File: src/rtl/scs_pkg.sv
// ----------------------------------------------------------------------------
// scs_pkg
// Shared constants, token type and keyword tables for the source token scanner.
// ----------------------------------------------------------------------------
package scs_pkg;

	localparam int POS_BITS    = 16;
	localparam int OUT_W       = 16;
	localparam int KW_MAX_LEN  = 9;
	localparam int KW_IDX_BITS = $clog2(KW_MAX_LEN);
	localparam int NUM_KW      = 16;
	localparam int NUM_OP      = 4;
	localparam int NUM_SYM     = 8;
	localparam int TQ_DEPTH    = 4;
	localparam int TQ_PTR_BITS = $clog2(TQ_DEPTH);
	localparam int TQ_CNT_BITS = $clog2(TQ_DEPTH + 1);

	typedef logic [POS_BITS-1:0] pos_t;
	typedef logic [5:0]          kind_t;

	localparam kind_t KIND_INT   = 6'd0;
	localparam kind_t KIND_FLOAT = 6'd1;
	localparam kind_t KIND_IDENT = 6'd2;
	localparam kind_t KIND_KW0   = 6'd3;
	localparam kind_t KIND_OP0   = 6'd19;
	localparam kind_t KIND_SYM0  = 6'd27;
	localparam kind_t KIND_ERR   = 6'd35;

	localparam logic [7:0] CH_DOT    = ".";
	localparam logic [7:0] CH_EQ     = "=";
	localparam logic [7:0] CH_NL     = 8'h0a;
	localparam logic [7:0] CH_TAB    = 8'h09;
	localparam logic [7:0] CH_CR     = 8'h0d;
	localparam logic [7:0] CH_SPACE  = " ";
	localparam logic [7:0] CH_USCORE = "_";

	// keyword text, right-justified: last char in the low byte
	localparam logic [8*KW_MAX_LEN-1:0] KW_TEXT [NUM_KW] = '{
		"interface", "struct", "enum", "fn", "let", "match", "if", "while",
		"for", "void", "int", "float", "str", "bool", "true", "false"
	};
	localparam int KW_LEN [NUM_KW] = '{9, 6, 4, 2, 3, 5, 2, 5, 3, 4, 3, 5, 3, 4, 4, 5};

	localparam logic [7:0] OP_CHARS  [NUM_OP]  = '{"=", "!", "<", ">"};
	localparam logic [7:0] SYM_CHARS [NUM_SYM] = '{"{", "}", "(", ")", ";", ":", ",", "?"};

	typedef struct packed {
		kind_t            token_kind;
		logic [OUT_W-1:0] start_offset;
		logic [OUT_W-1:0] token_length;
		logic [OUT_W-1:0] line_number;
		logic             run_last;
		logic             source_done;
	} token_t;

	function automatic pos_t sat_inc(pos_t v);
		return (v == '1) ? v : v + pos_t'(1);
	endfunction

	function automatic logic [OUT_W-1:0] to_out(pos_t v);
		logic [31:0] w;
		w = 32'(v);
		return w[OUT_W-1:0];
	endfunction

	// char c matches keyword k at position pos
	function automatic logic kw_hit(int k, logic [KW_IDX_BITS-1:0] pos, logic [7:0] c);
		int   shamt;
		logic hit;
		hit = 1'b0;
		if (int'(pos) < KW_LEN[k]) begin
			shamt = 8 * (KW_LEN[k] - 1 - int'(pos));
			hit   = (KW_TEXT[k][shamt +: 8] == c);
		end
		return hit;
	endfunction

endpackage

File: src/rtl/scs_lexer.sv
// ----------------------------------------------------------------------------
// scs_lexer
// Scan state and per-byte token logic; up to two tokens per byte.
// ----------------------------------------------------------------------------
module scs_lexer (
	input  logic                      clk,
	input  logic                      arst_n,
	input  logic                      fire,
	input  logic [7:0]                in_byte,
	input  logic                      in_final,
	output scs_pkg::token_t [1:0]     toks,
	output logic [1:0]                tok_cnt
);

	typedef enum logic [2:0] {PH_IDLE, PH_INT, PH_FRAC, PH_WORD, PH_OPER} phase_t;

	phase_t                         phase_q, ph_m;
	logic [1:0]                     op_q, op_m;
	logic [scs_pkg::NUM_KW-1:0]     kwm_q, kwm_m;
	scs_pkg::pos_t                  begin_q, begin_m;
	scs_pkg::pos_t                  len_q, len_m;
	scs_pkg::pos_t                  pos_q;
	scs_pkg::pos_t                  line_q, line_m;

	logic                           dig_hit, ltr_hit, is_blank, is_nl;
	logic                           op_hit, sym_hit;
	logic [1:0]                     op_idx;
	logic [2:0]                     sym_idx;

	logic                           a_vld, b_vld, c_vld, do_start;
	scs_pkg::kind_t                 a_kind, b_kind, c_kind;
	scs_pkg::pos_t                  a_len;
	scs_pkg::token_t                tok_a, tok_b, tok_c, tok_sec;
	logic                           sec_vld;

	function automatic scs_pkg::kind_t flush_kind(phase_t ph, logic [1:0] op,
			logic [scs_pkg::NUM_KW-1:0] kwm, scs_pkg::pos_t len);
		scs_pkg::kind_t k;
		k = scs_pkg::KIND_ERR;
		case (ph)
			PH_INT:  k = scs_pkg::KIND_INT;
			PH_FRAC: k = scs_pkg::KIND_FLOAT;
			PH_OPER: k = scs_pkg::KIND_OP0 + scs_pkg::kind_t'({op, 1'b0});
			PH_WORD: begin
				k = scs_pkg::KIND_IDENT;
				if (len <= scs_pkg::pos_t'(scs_pkg::KW_MAX_LEN)) begin
					for (int i = scs_pkg::NUM_KW - 1; i >= 0; i--) begin
						if (kwm[i] && len == scs_pkg::pos_t'(scs_pkg::KW_LEN[i]))
							k = scs_pkg::KIND_KW0 + scs_pkg::kind_t'(i);
					end
				end
			end
			default: k = scs_pkg::KIND_ERR;
		endcase
		return k;
	endfunction

	always_comb begin
		dig_hit  = (in_byte >= "0") && (in_byte <= "9");
		ltr_hit  = ((in_byte >= "a") && (in_byte <= "z")) ||
			((in_byte >= "A") && (in_byte <= "Z")) || (in_byte == scs_pkg::CH_USCORE);
		is_blank = (in_byte == scs_pkg::CH_SPACE) || (in_byte == scs_pkg::CH_TAB) ||
			(in_byte == scs_pkg::CH_CR);
		is_nl    = (in_byte == scs_pkg::CH_NL);
		op_hit   = 1'b0;
		op_idx   = '0;
		for (int i = 0; i < scs_pkg::NUM_OP; i++) begin
			if (in_byte == scs_pkg::OP_CHARS[i]) begin
				op_hit = 1'b1;
				op_idx = 2'(i);
			end
		end
		sym_hit = 1'b0;
		sym_idx = '0;
		for (int i = 0; i < scs_pkg::NUM_SYM; i++) begin
			if (in_byte == scs_pkg::SYM_CHARS[i]) begin
				sym_hit = 1'b1;
				sym_idx = 3'(i);
			end
		end
	end

	always_comb begin
		ph_m     = phase_q;
		op_m     = op_q;
		kwm_m    = kwm_q;
		begin_m  = begin_q;
		len_m    = len_q;
		line_m   = line_q;
		a_vld    = 1'b0;
		a_kind   = flush_kind(phase_q, op_q, kwm_q, len_q);
		a_len    = len_q;
		b_vld    = 1'b0;
		b_kind   = scs_pkg::KIND_ERR;
		do_start = 1'b0;
		unique case (phase_q)
			PH_INT: begin
				if (dig_hit) begin
					len_m = scs_pkg::sat_inc(len_q);
				end else if (in_byte == scs_pkg::CH_DOT) begin
					len_m = scs_pkg::sat_inc(len_q);
					ph_m  = PH_FRAC;
				end else begin
					a_vld    = 1'b1;
					do_start = 1'b1;
				end
			end
			PH_FRAC: begin
				if (dig_hit) begin
					len_m = scs_pkg::sat_inc(len_q);
				end else begin
					a_vld    = 1'b1;
					do_start = 1'b1;
				end
			end
			PH_WORD: begin
				if (ltr_hit || dig_hit) begin
					for (int k = 0; k < scs_pkg::NUM_KW; k++)
						kwm_m[k] = kwm_q[k] && (len_q < scs_pkg::pos_t'(scs_pkg::KW_MAX_LEN)) &&
							scs_pkg::kw_hit(k, len_q[scs_pkg::KW_IDX_BITS-1:0], in_byte);
					len_m = scs_pkg::sat_inc(len_q);
				end else begin
					a_vld    = 1'b1;
					do_start = 1'b1;
				end
			end
			PH_OPER: begin
				if (in_byte == scs_pkg::CH_EQ) begin
					a_vld  = 1'b1;
					a_kind = scs_pkg::KIND_OP0 + scs_pkg::kind_t'({op_q, 1'b1});
					a_len  = scs_pkg::sat_inc(len_q);
					ph_m   = PH_IDLE;
				end else begin
					a_vld    = 1'b1;
					do_start = 1'b1;
				end
			end
			PH_IDLE: do_start = 1'b1;
			default: do_start = 1'b1;
		endcase
		if (do_start) begin
			ph_m = PH_IDLE;
			if (is_nl) begin
				line_m = scs_pkg::sat_inc(line_q);
			end else if (!is_blank) begin
				begin_m = pos_q;
				len_m   = scs_pkg::pos_t'(1);
				if (dig_hit) begin
					ph_m = PH_INT;
				end else if (ltr_hit) begin
					ph_m = PH_WORD;
					for (int k = 0; k < scs_pkg::NUM_KW; k++)
						kwm_m[k] = scs_pkg::kw_hit(k, '0, in_byte);
				end else if (op_hit) begin
					ph_m = PH_OPER;
					op_m = op_idx;
				end else begin
					b_vld  = 1'b1;
					b_kind = sym_hit ? scs_pkg::KIND_SYM0 + scs_pkg::kind_t'(sym_idx)
						: scs_pkg::KIND_ERR;
				end
			end
		end
		c_vld  = in_final && (ph_m != PH_IDLE);
		c_kind = flush_kind(ph_m, op_m, kwm_m, len_m);
	end

	always_comb begin
		tok_a = '{token_kind: a_kind, start_offset: scs_pkg::to_out(begin_q),
			token_length: scs_pkg::to_out(a_len), line_number: scs_pkg::to_out(line_q),
			run_last: 1'b0, source_done: 1'b0};
		tok_b = '{token_kind: b_kind, start_offset: scs_pkg::to_out(pos_q),
			token_length: scs_pkg::OUT_W'(1), line_number: scs_pkg::to_out(line_q),
			run_last: 1'b0, source_done: 1'b0};
		tok_c = '{token_kind: c_kind, start_offset: scs_pkg::to_out(begin_m),
			token_length: scs_pkg::to_out(len_m), line_number: scs_pkg::to_out(line_q),
			run_last: 1'b0, source_done: 1'b0};
		tok_sec = b_vld ? tok_b : tok_c;
		sec_vld = b_vld || c_vld;
		if (a_vld) begin
			toks[0] = tok_a;
			toks[1] = tok_sec;
			tok_cnt = sec_vld ? 2'd2 : 2'd1;
		end else begin
			toks[0] = tok_sec;
			toks[1] = tok_sec;
			tok_cnt = sec_vld ? 2'd1 : 2'd0;
		end
		toks[0].run_last    = (tok_cnt == 2'd1);
		toks[0].source_done = in_final && (tok_cnt == 2'd1);
		toks[1].run_last    = 1'b1;
		toks[1].source_done = in_final;
	end

	always_ff @(posedge clk or negedge arst_n) begin
		if (!arst_n) begin
			phase_q <= PH_IDLE;
			op_q    <= '0;
			begin_q <= '0;
			len_q   <= '0;
			pos_q   <= '0;
			line_q  <= scs_pkg::pos_t'(1);
		end else if (fire) begin
			op_q <= op_m;
			if (in_final) begin
				phase_q <= PH_IDLE;
				begin_q <= '0;
				len_q   <= '0;
				pos_q   <= '0;
				line_q  <= scs_pkg::pos_t'(1);
			end else begin
				phase_q <= ph_m;
				begin_q <= begin_m;
				len_q   <= len_m;
				pos_q   <= scs_pkg::sat_inc(pos_q);
				line_q  <= line_m;
			end
		end
	end

	always_ff @(posedge clk) begin
		if (fire)
			kwm_q <= kwm_m;
	end

endmodule

File: src/rtl/scs_tok_fifo.sv
// ----------------------------------------------------------------------------
// scs_tok_fifo
// Small token queue: takes up to two tokens per cycle, gives one per beat.
// ----------------------------------------------------------------------------
module scs_tok_fifo (
	input  logic                   clk,
	input  logic                   arst_n,
	input  logic                   push,
	input  logic [1:0]             push_cnt,
	input  scs_pkg::token_t [1:0]  push_toks,
	input  logic                   pop,
	output scs_pkg::token_t        head,
	output logic                   head_vld,
	output logic                   space_ok
);

	scs_pkg::token_t                     mem_q [scs_pkg::TQ_DEPTH];
	logic [scs_pkg::TQ_PTR_BITS-1:0]     wr_ptr_q, rd_ptr_q, wr_ptr_1;
	logic [scs_pkg::TQ_CNT_BITS-1:0]     cnt_q, add_n;

	assign wr_ptr_1 = wr_ptr_q + scs_pkg::TQ_PTR_BITS'(1);
	assign add_n    = push ? scs_pkg::TQ_CNT_BITS'(push_cnt) : '0;
	assign head     = mem_q[rd_ptr_q];
	assign head_vld = (cnt_q != '0);
	assign space_ok = (cnt_q <= scs_pkg::TQ_CNT_BITS'(scs_pkg::TQ_DEPTH - 2));

	always_ff @(posedge clk or negedge arst_n) begin
		if (!arst_n) begin
			wr_ptr_q <= '0;
			rd_ptr_q <= '0;
			cnt_q    <= '0;
		end else begin
			wr_ptr_q <= wr_ptr_q + scs_pkg::TQ_PTR_BITS'(add_n);
			if (pop)
				rd_ptr_q <= rd_ptr_q + scs_pkg::TQ_PTR_BITS'(1);
			cnt_q <= cnt_q + add_n - (pop ? scs_pkg::TQ_CNT_BITS'(1) : '0);
		end
	end

	always_ff @(posedge clk) begin
		if (push && push_cnt != 2'd0)
			mem_q[wr_ptr_q] <= push_toks[0];
		if (push && push_cnt == 2'd2)
			mem_q[wr_ptr_1] <= push_toks[1];
	end

endmodule

File: src/rtl/source_token_scanner.sv
// ----------------------------------------------------------------------------
// source_token_scanner
// Streaming lexer: one source byte per beat in, one token per beat out.
//
//  channel  | dir | tdata                                   | tlast      | tuser
//  s_axis   | in  | [7:0] text_byte                         | final_byte | -
//  m_axis   | out | [5:0] kind [21:6] offset [37:22] length | run_last   | source_done
//           |     | [53:38] line [55:54] zero               |            |
//
// One byte per cycle when not stalled. A byte that yields tokens waits in the
// input register while the 4-entry token queue holds three or more, so two-token
// bytes back to back are held there while the queue drains. A byte is registered
// first, then its tokens in the token queue. Reset clears scan state; line count
// starts at 1. Output stalls back up through the token queue into the input register.
// ----------------------------------------------------------------------------
module source_token_scanner (
	input  logic        clk,
	input  logic        arst_n,
	input  logic        s_axis_tvalid,
	output logic        s_axis_tready,
	input  logic [7:0]  s_axis_tdata,   // [7:0] text_byte
	input  logic        s_axis_tlast,
	output logic        m_axis_tvalid,
	input  logic        m_axis_tready,
	output logic [55:0] m_axis_tdata,   // kind, start_offset, token_length, line_number, pad
	output logic        m_axis_tlast,
	output logic        m_axis_tuser    // [0] source_done
);

	logic                   valid_s1;
	logic [7:0]             byte_s1;
	logic                   final_s1;
	logic                   fire, space_ok, pop;
	logic [1:0]             tok_cnt;
	scs_pkg::token_t [1:0]  toks;
	scs_pkg::token_t        head;

	assign fire          = valid_s1 && (space_ok || tok_cnt == 2'd0);
	assign s_axis_tready = !valid_s1 || fire;
	assign pop           = m_axis_tvalid && m_axis_tready;

	always_ff @(posedge clk or negedge arst_n) begin
		if (!arst_n) begin
			valid_s1 <= 1'b0;
		end else if (s_axis_tready) begin
			valid_s1 <= s_axis_tvalid;
		end
	end

	always_ff @(posedge clk) begin
		if (s_axis_tvalid && s_axis_tready) begin
			byte_s1  <= s_axis_tdata;
			final_s1 <= s_axis_tlast;
		end
	end

	scs_lexer u_lexer (
		.clk      (clk),
		.arst_n   (arst_n),
		.fire     (fire),
		.in_byte  (byte_s1),
		.in_final (final_s1),
		.toks     (toks),
		.tok_cnt  (tok_cnt)
	);

	scs_tok_fifo u_fifo (
		.clk       (clk),
		.arst_n    (arst_n),
		.push      (fire),
		.push_cnt  (tok_cnt),
		.push_toks (toks),
		.pop       (pop),
		.head      (head),
		.head_vld  (m_axis_tvalid),
		.space_ok  (space_ok)
	);

	assign m_axis_tdata = {2'b00, head.line_number, head.token_length,
		head.start_offset, head.token_kind};
	assign m_axis_tlast = head.run_last;
	assign m_axis_tuser = head.source_done;

endmodule

File: config.mk
export PLATFORM = sky130hd
export DESIGN_NAME = source_token_scanner
export DESIGN_NICKNAME = d
export VERILOG_FILES = /design/src/rtl/scs_pkg.sv /design/src/rtl/scs_lexer.sv /design/src/rtl/scs_tok_fifo.sv /design/src/rtl/source_token_scanner.sv
export SDC_FILE = /design/constraint.sdc
export NUM_CORES = 1
export LEC_CHECK = 0
export BUFFER_PORTS_ARGS = -buffer_cell sky130_fd_sc_hd__buf_2
export CAP_MARGIN = 30
export CELL_PAD_IN_SITES_DETAIL_PLACEMENT = 1
export CELL_PAD_IN_SITES_GLOBAL_PLACEMENT = 1
export CORE_MARGIN = 2
export CORE_UTILIZATION = 24
export DETAILED_ROUTE_END_ITERATION = 6
export PLACE_DENSITY = 0.42
export SLEW_MARGIN = 20
export SYNTH_ARGS = -nofsm -noshare
export SYNTH_HDL_FRONTEND = slang
export SYNTH_SLANG_ARGS = --single-unit
File: constraint.sdc
create_clock -name clk -period 11.1 [get_ports clk]
set_input_delay 1.11 -clock clk [delete_from_list [all_inputs] [get_ports clk]]
set_output_delay 1.11 -clock clk [all_outputs]
set_load 0.02 [all_outputs]
==> flow_summary.yaml <==
cts:
  insertion_delay_ns: 0.58
  cts_buffers: 41
  clk_pin_slew_worst_paths_ns: 0.06
  cts_root_buf: "clkbuf_16"
  cts_resized: 0
  cts_tree: "yes"
  cts_setup_buffers: 0
  clkSinkCount: 326
  clk_path_buf_depth: 3
  holdBufCountCts: 0
  htree_levels: 2
power:
  p_leak_uw: 0.00786
  peakVddDrop_uv: 165
  power_density_mw_per_mm2: 272
synth:
  synth_edf_count: 245
  ys_seq_elements: 326
  syn_area_per_cell_um2: 10.4
  ys_warn_count: 0
  syn_inst: 1911
  synth_area_mm2: 0.0199
  synthArstFlopShare_pct: 23.6
  synth_ff_type: "edfxtp_1"
  yosysSeqAreaShare_pct: 47.0
  synth_cell_type_count: 110
sta:
  finClkSkew_ns: 0.0384
  whs_ns: 0.445
  setup_ws_ns: 3.23
  finalSetupViolCount: 0
  fmax_ghz: 0.127
  worst_slew_pin_slew_ns: 0.916
  min_period_ns: 7.87
  tns_ns: 0
  hold_viol: 0
  grt_setup_unrepaired: "false"
  finalCritPeriodShare_pct: 70.9
  drv_slew: 0
  slew-limit-headroom_pct: 37.4
layout:
  seqCellArea_mm2: 0.00937
  stdcell_count: 3032
  diodes: 0
  fillers: 9173
  drive_above_1_share_pct: 15.3
  layout_common_cells: "edfxtp_1, nand2_1, nor2_1"
  syn2layout_area_growth_pct: 14.9
  multi_input_area_mm2: 0.00988
  layout.nets: 1973
  layout_commonest_cell: "edfxtp_1"
  design_area_mm2: 0.0229
routing:
  post_drt_wl_per_cell_um: 26.1
  drt_iter0_drc: 1178
  drt_pre_antenna_iters: 5
  wirelength_um: 79200
  via_count: 16300
  viasPerCell: 5.37
  drc: 0
  ant_nets: 0
flow_run:
  max_cap_violations: 0
worst_setup_path:
  cp_data_arrival_time_ns: 8.30
  crit_required_ns: 11.53
  critPathKind: "flip-flop to flip-flop"
  endpoint_kind: "flip-flop"
  startpoint_type: "flip-flop"
  path_max_fanout: 44
floorplanning:
  start_util_pct: 24.3
  die_w_um: 292
  fp.dieArea_mm2: 0.0854
  core_mm2: 0.0821
  die_h_um: 292
  rows: 105
  ios: 73
grt:
  grt_pass1_vias: 16900
  overflow: 0
  grt_max_degree: 55
  grt_pass1_wl_um: 118000
  grt_use_total_pct: 18.4
  antenna_found_initial: 0
place:
  pre_cts_slack_ns: 3.26
  dp_cells: 2955
  hpwl_um: 55800
  gp_congestion: 0.838
  port_buffers: 70
  dpl-instance-area_mm2: 0.0216
run_status:
  status: "complete, no violations"
worst_hold_path:
  hold_class: "flip-flop to flip-flop"
[cell families (layout without fill, tap and decap cells)]
family / after synthesis / after routing / synth area share, %
flip-flops: 326 / 326 / 47.0
AO/OA/AOI/OAI: 518 / 518 / 18.5
AND/OR/NAND/NOR: 699 / 699 / 18.3
other: 1 / 2 / 0.0188
adder cells (fa/ha/maj): 30 / 30 / 1.92
buffers and inverters: 191 / 241 / 3.71
XOR/XNOR: 65 / 65 / 2.89
multiplexers: 81 / 81 / 7.65
[flip-flops by register name, indices dropped and copies added, names as in the netlist]
name,flops
final_s1,1
u_lexer.line_q,16
valid_s1,1
u_fifo.mem_q,224
u_lexer.len_q,16
u_fifo.rd_ptr_q,2
u_lexer.pos_q,16
u_lexer.begin_q,16
u_fifo.cnt_q,3
u_fifo.wr_ptr_q,2
u_lexer.kwm_q,16
u_lexer.phase_q,3
u_lexer.op_q,2
byte_s1,8
[final timing paths]
path                                     from  depth (start not counted)             endpoint  slack, ns
max                                byte_s1[3]                         20  u_fifo.mem_q[3][46]       3.23
min                        u_fifo.mem_q[0][1]                          2   u_fifo.mem_q[0][1]       0.45
max reg2reg                        byte_s1[3]                         20  u_fifo.mem_q[3][46]       3.23
min reg2reg                u_fifo.mem_q[0][1]                          2   u_fifo.mem_q[0][1]       0.45
max in group asynchronous              arst_n                          2   u_fifo.rd_ptr_q[0]       9.36
min in group asynchronous              arst_n                          1    u_lexer.pos_q[10]       0.48
[power by group]
| group | switching (uW) | internal [uW] | leakage (uW) | total [uW] |
|---|---|---|---|---|
| Sequential | 239 | 1730 | 0.00337 | 1970 |
| Combinational | 2030 | 911 | 0.00386 | 2940 |
| Clock | 555 | 755 | 0.000624 | 1310 |
| Total | 2830 | 3400 | 0.00786 | 6220 |
[per-stage QoR]
| step | utilization, % | power (uW) |
|---|---|---|
| finish | 27.9 | 6220 |
| global route | 27.9 | 6580 |
| CTS | 27.9 | 6310 |
| detailed placement | 26.3 | 4960 |
| global placement | 26.2 | 4920 |
| floorplan | - | 3750 |
[cells in the mapped netlist (all sizes together) (23+ instances only)]
cell type / instances / share of area (%)
xor2: 26 / 1.1
nor2b: 23 / 0.72
a22o: 74 / 3.3
and2: 79 / 2.5
a22oi: 25 / 0.97
nand3: 61 / 1.5
nor2: 131 / 2.5
buf: 30 / 0.67
nand4: 31 / 0.97
dfrtp: 76 / 9.5
ha: 29 / 1.8
mux4: 56 / 6.3
clkbuf: 126 / 2.4
a21oi: 67 / 1.7
o22ai: 85 / 2.7
inv: 33 / 0.62
xnor2: 39 / 1.8
nor3: 37 / 0.95
edfxtp: 245 / 37
nand2: 177 / 3.3
o21ai: 104 / 2.6
[layer usage]
metal	GRT usage [%]	wire length, um	vias up
li1	-	-	7401
met1	25.9	37700	8396
met2	29.4	36000	381
met3	2.49	3340	100
met4	5.37	2180	0
met5	0	0	-
[critical path: stages (launching register included)]
cell      delay, ns
edfxtp_1       0.76
buf_4          0.41
nand2_1        0.17
or4_1          0.84
a22o_4         0.42
o221ai_4       0.19
buf_4          0.55
or3_1          0.21
nand2_1        0.16
or4_1          0.60
a32o_1         0.27
inv_1          0.07
ha_1           0.38
o21ai_4        0.10
buf_4          0.33
nor2_1         0.25
nand3_1        0.49
nand2_4        0.63
a21boi_1       0.32
buf_4          0.33
a22o_1         0.20
[layout make-up]
cell class | instances | share of cell area (%)
clock buffer | 56 | 4.86
clock inverter | 19 | 0.853
inverter | 35 | 0.574
multi-input combinational | 1395 | 43.2
sequential | 326 | 40.9
tap | 1070 | 5.85
timing repair buffer | 131 | 3.76
No activity file was read; power rests on OpenSTA's default activity.
